**config.mk**
```make
export PLATFORM = sky130hd
export DESIGN_NAME = epoch_calendar_converter_top_flat
export DESIGN_NICKNAME = d
export VERILOG_FILES = /design/src/rtl/ecc_pkg.sv /design/src/rtl/ecc_req_if.sv /design/src/rtl/ecc_res_if.sv /design/src/rtl/epoch_calendar_converter_top.sv /design/src/flat_wrapper.sv
export SDC_FILE = /design/constraint.sdc
export NUM_CORES = 2
export LEC_CHECK = 0
export BUFFER_PORTS_ARGS = -buffer_cell sky130_fd_sc_hd__buf_2
export CAP_MARGIN = 20
export CORE_AREA = 4 4 366 368
export DETAILED_ROUTE_END_ITERATION = 7
export DIE_AREA = 0 0 370 372
export PLACE_DENSITY = 0.87
export SLEW_MARGIN = 40
export SYNTH_ARGS = -nofsm -noshare
export SYNTH_HDL_FRONTEND = slang
export SYNTH_SLANG_ARGS = --single-unit
export TNS_END_PERCENT = 10
```
**constraint.sdc**
```tcl
create_clock -name clk -period 20.8 [get_ports clk]
set_input_delay 2.08 -clock clk [delete_from_list [all_inputs] [get_ports clk]]
set_output_delay 2.08 -clock clk [all_outputs]
set_load 0.005 [all_outputs]
```
**src/rtl/ecc_pkg.sv**
```systemverilog
// ============================================================================
// ecc_pkg - shared types and constants of the epoch calendar converter
// Request and result payloads, conversion codes, calendar constants and
// the reciprocal factors used for the constant divisions.
// ============================================================================
package ecc_pkg;

    // Conversion codes carried in req_type
    localparam logic [1:0] REQ_DATE_TO_SECS = 2'd0;
    localparam logic [1:0] REQ_SECS_TO_TIME = 2'd1;
    localparam logic [1:0] REQ_DAYS_TO_DATE = 2'd2;

    // Calendar constants
    localparam logic [11:0] EPOCH_YEAR   = 12'd1970;
    localparam logic [8:0]  DAYS_COMMON  = 9'd365;
    localparam logic [16:0] SECS_PER_DAY = 17'd86400;
    localparam logic [15:0] DAYS_LIMIT   = 16'd47482;   // first day of 2100

    // Reciprocal factors: floor(2^shift / divisor); the quotient estimate is
    // short by at most one and is fixed with a single compare and subtract.
    localparam logic [31:0] DIV60_MUL_HI   = 32'd2290649224;
    localparam int          DIV60_SHIFT_HI = 37;
    localparam logic [26:0] DIV60_MUL_LO   = 27'd71582788;
    localparam int          DIV60_SHIFT_LO = 32;
    localparam logic [19:0] DIV24_MUL      = 20'd699050;
    localparam int          DIV24_SHIFT    = 24;
    localparam logic [15:0] DIV365_MUL     = 16'd45964;
    localparam int          DIV365_SHIFT   = 24;

    // Days before the first of each month in a common year
    localparam logic [8:0] CUM_DAYS [12] = '{
        9'd0, 9'd31, 9'd59, 9'd90, 9'd120, 9'd151,
        9'd181, 9'd212, 9'd243, 9'd273, 9'd304, 9'd334
    };

    typedef struct packed {
        logic [1:0]  req_type;
        logic [11:0] year_in;
        logic [3:0]  month_in;
        logic [4:0]  day_in;
        logic [4:0]  hour_in;
        logic [5:0]  minute_in;
        logic [31:0] count_in;
    } ecc_req_t;

    typedef struct packed {
        logic [31:0] seconds_out;
        logic [11:0] year_out;
        logic [3:0]  month_out;
        logic [4:0]  day_out;
        logic [4:0]  hour_out;
        logic [5:0]  minute_out;
        logic [5:0]  second_out;
        logic        out_of_range;
    } ecc_res_t;

    // Day of year at which a 0-based month starts; zero past December
    function automatic logic [8:0] month_start(input logic [3:0] month, input logic leap);
        logic [8:0] d;
        d = 9'd0;
        if (month < 4'd12)
        begin
            d = CUM_DAYS[month];
            if (month > 4'd1 && leap)
            begin
                d = d + 9'd1;
            end
        end
        return d;
    endfunction

endpackage

```
**src/rtl/ecc_req_if.sv**
```systemverilog
// ============================================================================
// ecc_req_if - request channel of the epoch calendar converter
// Valid/ready channel carrying one conversion request per transfer.
// ============================================================================
interface ecc_req_if;
    logic             valid;
    logic             ready;
    ecc_pkg::ecc_req_t data;

    modport source (output valid, output data, input ready);
    modport sink   (input valid, input data, output ready);
endinterface

```
**src/rtl/ecc_res_if.sv**
```systemverilog
// ============================================================================
// ecc_res_if - result channel of the epoch calendar converter
// Valid/ready channel carrying one conversion result per transfer.
// ============================================================================
interface ecc_res_if;
    logic             valid;
    logic             ready;
    ecc_pkg::ecc_res_t data;

    modport source (output valid, output data, input ready);
    modport sink   (input valid, input data, output ready);
endinterface

```
**src/rtl/epoch_calendar_converter_top.sv**
```systemverilog
// ============================================================================
// epoch_calendar_converter_top - date, time-of-day and day-count converter
// Six-stage pipeline for the years 1970 to 2099 (every fourth year leap).
// ============================================================================
// Each request transfer yields exactly one result transfer, and a new request
// is taken in every cycle unless every stage is full and the result side stalls.
// The pipeline depth is set by the seconds-to-time path, which divides by 60,
// 60 and 24 in turn, each division a reciprocal multiply stage followed by a
// correction stage. Each stage holds its item while the stage after it is
// full and stalled, so empty stages keep accepting requests while a finished
// result waits to be taken. Fields that a conversion does not produce are zero.
module epoch_calendar_converter_top (
    input  logic      clk,
    input  logic      rst_n,
    ecc_req_if.sink   req,
    ecc_res_if.source res
);

    localparam int STAGES = 6;

    typedef struct packed {
        logic [1:0]  typ;
        logic [31:0] count;
        logic [63:0] prod;
        logic [11:0] span;
        logic        leap;
        logic [8:0]  ms;
        logic [4:0]  day;
        logic [4:0]  hour;
        logic [5:0]  minute;
        logic [19:0] days;
        logic [16:0] hm;
        logic [26:0] mins;
        logic [20:0] hours;
        logic [5:0]  second;
        logic        oor;
        logic [19:0] ys;
        logic [8:0]  rem;
        logic [3:0]  month;
        logic [11:0] year;
        logic [31:0] seconds;
    } stage_t;

    logic [STAGES-1:0] valid_reg;
    logic [STAGES-1:0] adv;

    stage_t s1_reg, s1_next;
    stage_t s2_reg, s2_next;
    stage_t s3_reg, s3_next;
    stage_t s4_reg, s4_next;
    stage_t s5_reg, s5_next;
    ecc_pkg::ecc_res_t res_reg, res_next;
    logic [1:0] typ6_reg;

    // Advance a stage when it is empty or the stage after it advances
    always_comb
    begin
        adv[STAGES-1] = !valid_reg[STAGES-1] || res.ready;
        for (int k = STAGES - 2; k >= 0; k--)
        begin
            adv[k] = !valid_reg[k] || adv[k+1];
        end
    end

    assign req.ready = adv[0];
    assign res.valid = valid_reg[STAGES-1];
    assign res.data  = res_reg;

    // Move valid bits along with the data
    always_ff @(posedge clk or negedge rst_n)
    begin
        if (!rst_n)
        begin
            valid_reg <= '0;
        end
        else
        begin
            if (adv[0])
            begin
                valid_reg[0] <= req.valid;
            end
            for (int k = 1; k < STAGES; k++)
            begin
                if (adv[k])
                begin
                    valid_reg[k] <= valid_reg[k-1];
                end
            end
        end
    end

    // Stage 1: clamp year, look up month start, flag day counts out of range, start the first division
    always_comb
    begin
        logic [11:0] yc;
        s1_next        = '0;
        s1_next.typ    = req.data.req_type;
        s1_next.count  = req.data.count_in;
        s1_next.day    = req.data.day_in;
        s1_next.hour   = req.data.hour_in;
        s1_next.minute = req.data.minute_in;
        yc = (req.data.year_in < ecc_pkg::EPOCH_YEAR) ? ecc_pkg::EPOCH_YEAR
                                                      : req.data.year_in;
        case (req.data.req_type)
            ecc_pkg::REQ_DATE_TO_SECS:
            begin
                s1_next.span = yc - ecc_pkg::EPOCH_YEAR;
                s1_next.leap = (yc[1:0] == 2'b00);
                s1_next.ms   = ecc_pkg::month_start(req.data.month_in, yc[1:0] == 2'b00);
            end
            ecc_pkg::REQ_SECS_TO_TIME:
            begin
                s1_next.prod = 64'(req.data.count_in) * 64'(ecc_pkg::DIV60_MUL_HI);
            end
            ecc_pkg::REQ_DAYS_TO_DATE:
            begin
                s1_next.oor  = (req.data.count_in >= 32'(ecc_pkg::DAYS_LIMIT));
                s1_next.prod = 64'(req.data.count_in[15:0]) * 64'(ecc_pkg::DIV365_MUL);
            end
            default:
            begin
                s1_next.typ = req.data.req_type;
            end
        endcase
    end

    // Stage 2: day count and hour/minute seconds; fix the first quotients
    always_comb
    begin
        logic [26:0] q27;
        logic [31:0] r32;
        logic [7:0]  q8;
        logic [15:0] r16;
        s2_next = s1_reg;
        q27 = 27'(s1_reg.prod >> ecc_pkg::DIV60_SHIFT_HI);
        r32 = s1_reg.count - ({5'd0, q27} * 32'd60);
        q8  = 8'(s1_reg.prod >> ecc_pkg::DIV365_SHIFT);
        r16 = s1_reg.count[15:0] - 16'(q8) * 16'(ecc_pkg::DAYS_COMMON);
        case (s1_reg.typ)
            ecc_pkg::REQ_DATE_TO_SECS:
            begin
                s2_next.days = 20'(s1_reg.span) * 20'(ecc_pkg::DAYS_COMMON)
                             + 20'((s1_reg.span + 12'd1) >> 2)
                             + 20'(s1_reg.ms) + 20'(s1_reg.day);
                s2_next.hm   = 17'(s1_reg.hour) * 17'd3600 + 17'(s1_reg.minute) * 17'd60;
            end
            ecc_pkg::REQ_SECS_TO_TIME:
            begin
                if (r32 >= 32'd60)
                begin
                    s2_next.mins   = q27 + 27'd1;
                    s2_next.second = 6'(r32 - 32'd60);
                end
                else
                begin
                    s2_next.mins   = q27;
                    s2_next.second = 6'(r32);
                end
            end
            ecc_pkg::REQ_DAYS_TO_DATE:
            begin
                s2_next.span = 12'(q8) + ((r16 >= 16'(ecc_pkg::DAYS_COMMON)) ? 12'd1 : 12'd0);
            end
            default:
            begin
                s2_next.typ = s1_reg.typ;
            end
        endcase
    end

    // Stage 3: scale days to seconds, start minutes/60, year start of span
    always_comb
    begin
        s3_next = s2_reg;
        case (s2_reg.typ)
            ecc_pkg::REQ_DATE_TO_SECS:
            begin
                s3_next.prod = 64'(s2_reg.days) * 64'(ecc_pkg::SECS_PER_DAY);
            end
            ecc_pkg::REQ_SECS_TO_TIME:
            begin
                s3_next.prod = 64'(s2_reg.mins) * 64'(ecc_pkg::DIV60_MUL_LO);
            end
            ecc_pkg::REQ_DAYS_TO_DATE:
            begin
                s3_next.ys = 20'(s2_reg.span) * 20'(ecc_pkg::DAYS_COMMON)
                           + 20'((s2_reg.span + 12'd1) >> 2);
            end
            default:
            begin
                s3_next.typ = s2_reg.typ;
            end
        endcase
    end

    // Stage 4: final seconds sum, fix minutes, step span back on overshoot
    always_comb
    begin
        logic [21:0] q22;
        logic [27:0] r28;
        logic [11:0] span_s;
        logic [19:0] ys_s;
        s4_next = s3_reg;
        q22 = 22'(s3_reg.prod >> ecc_pkg::DIV60_SHIFT_LO);
        r28 = {1'b0, s3_reg.mins} - 28'(q22) * 28'd60;
        span_s = s3_reg.span;
        ys_s   = s3_reg.ys;
        if (s3_reg.ys > {4'd0, s3_reg.count[15:0]})
        begin
            span_s = s3_reg.span - 12'd1;
            ys_s   = s3_reg.ys - 20'(ecc_pkg::DAYS_COMMON)
                   - ((s3_reg.span[1:0] == 2'b11) ? 20'd1 : 20'd0);
        end
        case (s3_reg.typ)
            ecc_pkg::REQ_DATE_TO_SECS:
            begin
                s4_next.seconds = s3_reg.prod[31:0] + 32'(s3_reg.hm);
            end
            ecc_pkg::REQ_SECS_TO_TIME:
            begin
                if (r28 >= 28'd60)
                begin
                    s4_next.hours  = 21'(q22 + 22'd1);
                    s4_next.minute = 6'(r28 - 28'd60);
                end
                else
                begin
                    s4_next.hours  = 21'(q22);
                    s4_next.minute = 6'(r28);
                end
            end
            ecc_pkg::REQ_DAYS_TO_DATE:
            begin
                s4_next.span = span_s;
                s4_next.rem  = 9'(s3_reg.count[15:0] - ys_s[15:0]);
                s4_next.year = ecc_pkg::EPOCH_YEAR + span_s;
                s4_next.leap = (span_s[1:0] == 2'b10);
            end
            default:
            begin
                s4_next.typ = s3_reg.typ;
            end
        endcase
    end

    // Stage 5: start hours/24, pick the month holding the day of year
    always_comb
    begin
        s5_next = s4_reg;
        case (s4_reg.typ)
            ecc_pkg::REQ_SECS_TO_TIME:
            begin
                s5_next.prod = 64'(s4_reg.hours) * 64'(ecc_pkg::DIV24_MUL);
            end
            ecc_pkg::REQ_DAYS_TO_DATE:
            begin
                s5_next.month = 4'd0;
                for (int m = 1; m < 12; m++)
                begin
                    if (ecc_pkg::month_start(4'(m), s4_reg.leap) <= s4_reg.rem)
                    begin
                        s5_next.month = 4'(m);
                    end
                end
            end
            default:
            begin
                s5_next.typ = s4_reg.typ;
            end
        endcase
    end

    // Stage 6: assemble the result, zero what the conversion leaves out
    always_comb
    begin
        logic [16:0] q17;
        logic [21:0] r22;
        res_next = '0;
        q17 = 17'(s5_reg.prod >> ecc_pkg::DIV24_SHIFT);
        r22 = {1'b0, s5_reg.hours} - 22'(q17) * 22'd24;
        case (s5_reg.typ)
            ecc_pkg::REQ_DATE_TO_SECS:
            begin
                res_next.seconds_out = s5_reg.seconds;
            end
            ecc_pkg::REQ_SECS_TO_TIME:
            begin
                res_next.hour_out   = 5'((r22 >= 22'd24) ? (r22 - 22'd24) : r22);
                res_next.minute_out = s5_reg.minute;
                res_next.second_out = s5_reg.second;
            end
            ecc_pkg::REQ_DAYS_TO_DATE:
            begin
                if (s5_reg.oor)
                begin
                    res_next.out_of_range = 1'b1;
                end
                else
                begin
                    res_next.year_out  = s5_reg.year;
                    res_next.month_out = s5_reg.month;
                    res_next.day_out   = 5'(s5_reg.rem
                                       - ecc_pkg::month_start(s5_reg.month, s5_reg.leap));
                end
            end
            default:
            begin
                res_next = '0;
            end
        endcase
    end

    // Load stage payloads on advance
    always_ff @(posedge clk)
    begin
        if (adv[0])
        begin
            s1_reg <= s1_next;
        end
        if (adv[1])
        begin
            s2_reg <= s2_next;
        end
        if (adv[2])
        begin
            s3_reg <= s3_next;
        end
        if (adv[3])
        begin
            s4_reg <= s4_next;
        end
        if (adv[4])
        begin
            s5_reg <= s5_next;
        end
        if (adv[5])
        begin
            res_reg  <= res_next;
            typ6_reg <= s5_reg.typ;
        end
    end

`ifndef NO_ASSERTIONS
    // Items in flight change only by request and result transfers
    a_occupancy: assert property (@(posedge clk) disable iff (!rst_n)
        1'b1 |=> $countones(valid_reg) == $past($countones(valid_reg))
                 + $past(int'(req.valid && req.ready))
                 - $past(int'(res.valid && res.ready)))
        else $error("pipeline occupancy does not match transfers");

    // Requests are refused only when every stage is full and the output stalls
    a_full_stall: assert property (@(posedge clk) disable iff (!rst_n)
        !req.ready |-> (&valid_reg) && !res.ready)
        else $error("request refused while the pipeline has room");

    // Out of range is flagged only for day counts and carries no date
    a_oor_clean: assert property (@(posedge clk) disable iff (!rst_n)
        res.valid && res.data.out_of_range |->
            typ6_reg == ecc_pkg::REQ_DAYS_TO_DATE && res.data.year_out == 12'd0
            && res.data.month_out == 4'd0 && res.data.day_out == 5'd0)
        else $error("out_of_range result with date fields set");

    // Second counts appear only on date-to-seconds results
    a_secs_only_t0: assert property (@(posedge clk) disable iff (!rst_n)
        res.valid && typ6_reg != ecc_pkg::REQ_DATE_TO_SECS |->
            res.data.seconds_out == 32'd0)
        else $error("seconds_out set on a result of another conversion");
`endif

endmodule

```
**src/flat_wrapper.sv**
```systemverilog
// flat-port wrapper written by rule: the top's interface ports become plain ports
module epoch_calendar_converter_top_flat 
  (clk, rst_n, req_valid, req_data, req_ready, res_valid, res_data, res_ready);
  ecc_req_if req_i ();
  ecc_res_if res_i ();
  input  logic clk;
  input  logic rst_n;
  input wire logic [$bits(req_i.valid)-1:0] req_valid;
  input wire logic [$bits(req_i.data)-1:0] req_data;
  output wire logic [$bits(req_i.ready)-1:0] req_ready;
  output wire logic [$bits(res_i.valid)-1:0] res_valid;
  output wire logic [$bits(res_i.data)-1:0] res_data;
  input wire logic [$bits(res_i.ready)-1:0] res_ready;
  assign req_i.valid = req_valid;
  assign req_i.data = req_data;
  assign req_ready = req_i.ready;
  assign res_valid = res_i.valid;
  assign res_data = res_i.data;
  assign res_i.ready = res_ready;
  epoch_calendar_converter_top u_core (.clk(clk), .rst_n(rst_n), .req(req_i), .res(res_i));
endmodule
```
==> metrics <==
CTS H-Tree Depth 3; TritonRoute pass-1 iters 6; Tightest Hold Check Type flop to flop; dpl cells 9,217; max-slew violation count 0; hold_sp u_core.s2_reg[285]; Hold Path End u_core.s3_reg[285]; first-pass GRT wire length 304 mm; Post-CTS Setup Inserts 0; Clk pin slew, worst setup/hold paths 0.07 ns; largest net degree at the start of global routing 88; sequential share of the synthesized area 28.4%; clock skew 0.0472 ns; Post-Synthesis Cells 7,406; Post-Route WL 191 mm; initial antenna violation count 8; die width 370 um; post-route ant nets 0; core footprint 131,000 um^2; final worst-path setup slack 12.45 ns; worst path bufs/invs 3; root buffer cell clkbuf_16; Seq cells post-synth 736; hold_buf cts 0; mean cell area of the mapped netlist 10.5 um^2; post-synth cell types 95; total track usage 28.0%; top cells by area, synth edfxtp_1, ha_1, fa_1, inv_1, xnor2_1; reg2reg end u_core.s2_reg[119]; Critical R2R Launch u_core.s1_reg[246]; crit path max-delay cell type a2111oi_0; Largest stage delay, worst path 0.66 ns; status completed; Slew headroom 41.6%; crit path DAT 8.75 ns; fin crit share 40.2%; GRT overflow 0; Period minus WS final 8.35 ns; count of final setup violators 0; Yosys warnings 0; ys flop type edfxtp_1; Crit Path Category flop to flop; pre-CTS WS 11.83 ns; maximum clock frequency 120 MHz; Clock Latency Late Sink 0.68 ns; Total Die Area 138,000 um^2; R2R cell count 27; Startpoint Class flop; I/O pins 143; layout cells sized above 1 4.79%; Hold WS 0.417 ns; number of global-route vias before repair 57,800; max-cap viol count 0; post-CTS resize count 0; initial core utilization 59.5%; asr flop ratio synth 0.815%; critical-path maximum fanout 25; largest area contributor in the netlist edfxtp_1; EDFF count, synth 730; Via Count 55,200; Worst Hold Path Cells 0; Req. time, crit path 21.20 ns; Final Hold Viols 0; Area Growth Syn to Fin 6.86%; CP Capture Type flop; setup TNS 0 ns; Post-Syn Area 77,800 um^2; Layout Cells excl Fill 9,361; DRC 0; initial DRC count 4,906; Clock Sinks 736; Clock Path Buffers 3; share of the synthesized area in the top cell type 28.2%; # nets final 9,631; # port buffers 140; final RePlAce weighted congestion 1.01; WL per Instance 20.4 um; hpwl dp 154 mm; RSZ-0062 raised after global routing no; Via density 5.89; TritonCTS Buffers 77; filler cell count in the final layout 9,807; Worst path top cell family by delay compound AO/OA/AOI/OAI gates; most used cell, CP o21ai_0; worst-margin pin slew 0.875 ns; TritonCTS clock tree done; Cell Rows 133; r2r setup slk 12.45 ns; Die H 372 um
[worst reg2reg max path, cell delays in order (launching register included)]
cell and delay, ns:
edfxtp_1 0.58, inv_1 0.18, fa_1 0.51, fa_1 0.52
inv_1 0.04, ha_1 0.33, o21ai_0 0.25, o21ai_0 0.17
a2111oi_0 0.66, nor4_1 0.18, or2_2 0.38, nor2b_1 0.15
nor2_1 0.12, xor2_1 0.28, ha_1 0.35, a211oi_1 0.41
o21bai_1 0.14, a21o_1 0.19, a221o_1 0.30, o21ai_0 0.42
or3b_1 0.42, a31o_2 0.26, a22oi_1 0.25, nor4_4 0.07
buf_4 0.24, nor3b_1 0.44, nand3_1 0.16, mux2i_1 0.15
[kinds of logic after synthesis]
group	share of synthesized area, %
AO/OA/AOI/OAI	10.3
XOR/XNOR	4.69
adder cells (fa/ha/maj)	39.4
buffers and inverters	7.27
flip-flops	28.4
multiplexers	0.669
other	0.00482
AND/OR/NAND/NOR	9.26
[layer usage]
layer	vias to the layer above	part of all wire, %	GRT usage (%)
li1	25500	-	-
met3	525	7.1	3.97
met2	2148	48	47.6
met5	-	0.021	0
met4	6	4.4	10.8
met1	27000	41	36.4
[layout by cell type, fill, tap and decap left out, types with 50 or more instances in the layout]
| cell type | synthesis | routed |
|---|---|---|
| inv_1 | 1392 | 1390 |
| ha_1 | 1297 | 1297 |
| edfxtp_1 | 730 | 730 |
| fa_1 | 722 | 722 |
| nor2_1 | 378 | 376 |
| a21oi_1 | 355 | 355 |
| nand2_1 | 337 | 335 |
| xnor2_1 | 263 | 263 |
| o21ai_0 | 253 | 253 |
| xor2_1 | 154 | 154 |
| a21o_1 | 145 | 145 |
| buf_2 | 2 | 140 |
| nor3_1 | 112 | 112 |
| and2_1 | 101 | 101 |
| nand3_1 | 90 | 88 |
| nand2b_1 | 82 | 81 |
| clkbuf_16 | 0 | 78 |
| nor2b_1 | 71 | 69 |
| a211oi_1 | 59 | 59 |
| o21a_1 | 57 | 57 |
| o21bai_1 | 53 | 53 |
| and3_1 | 50 | 50 |
[per-stage QoR]
stage / cell area [um^2] / utilization, %
after detailed placement: 80500 / 61.6
after global placement: 80500 / 61.5
final: 83200 / 63.6
after floorplan: 77800 / -
after CTS: 83100 / 63.6
after global routing: 83200 / 63.6
[area by class of cell]
cell class              instances  area, um^2  share of cell area, %
clock buffers                  88        1990                   2.39
repair buffers                161         875                   1.05
diodes                          3        7.51                0.00903
clock inverters                52         627                  0.754
multi-input cells            5174       50200                   60.3
flip-flops and latches        736       22100                   26.5
well taps                    1755        2200                   2.64
inverters                    1392        5230                   6.29
[Yosys cell counts, drive strengths merged, types with 82 or more instances]
master  count
xnor2     263
clkbuf     90
nor3      112
nand2b     82
and2      101
inv      1392
fa        722
xor2      154
nor2      379
ha       1297
o21ai     256
edfxtp    730
nand3      90
nand2     337
a21o      145
a21oi     356
[worst max-delay path by stage]
stage                       start            endpoint  slack (ns)  cells after the start
3_3_place_gp          req_data[5]  u_core.s1_reg[256]       11.88                     21
5_1_grt              req_data[15]  u_core.s1_reg[262]       12.09                     21
4_1_cts               req_data[5]  u_core.s1_reg[256]       12.51                     21
2_1_floorplan           res_ready           req_ready        9.95                      4
3_5_place_dp          req_data[5]  u_core.s1_reg[256]       11.83                     21
6_report       u_core.s1_reg[246]  u_core.s2_reg[119]       12.45                     27
Power is left out: the tool's default activity adds up to more than one toggle a clock period on the data nets, which glitch-free logic cannot reach.
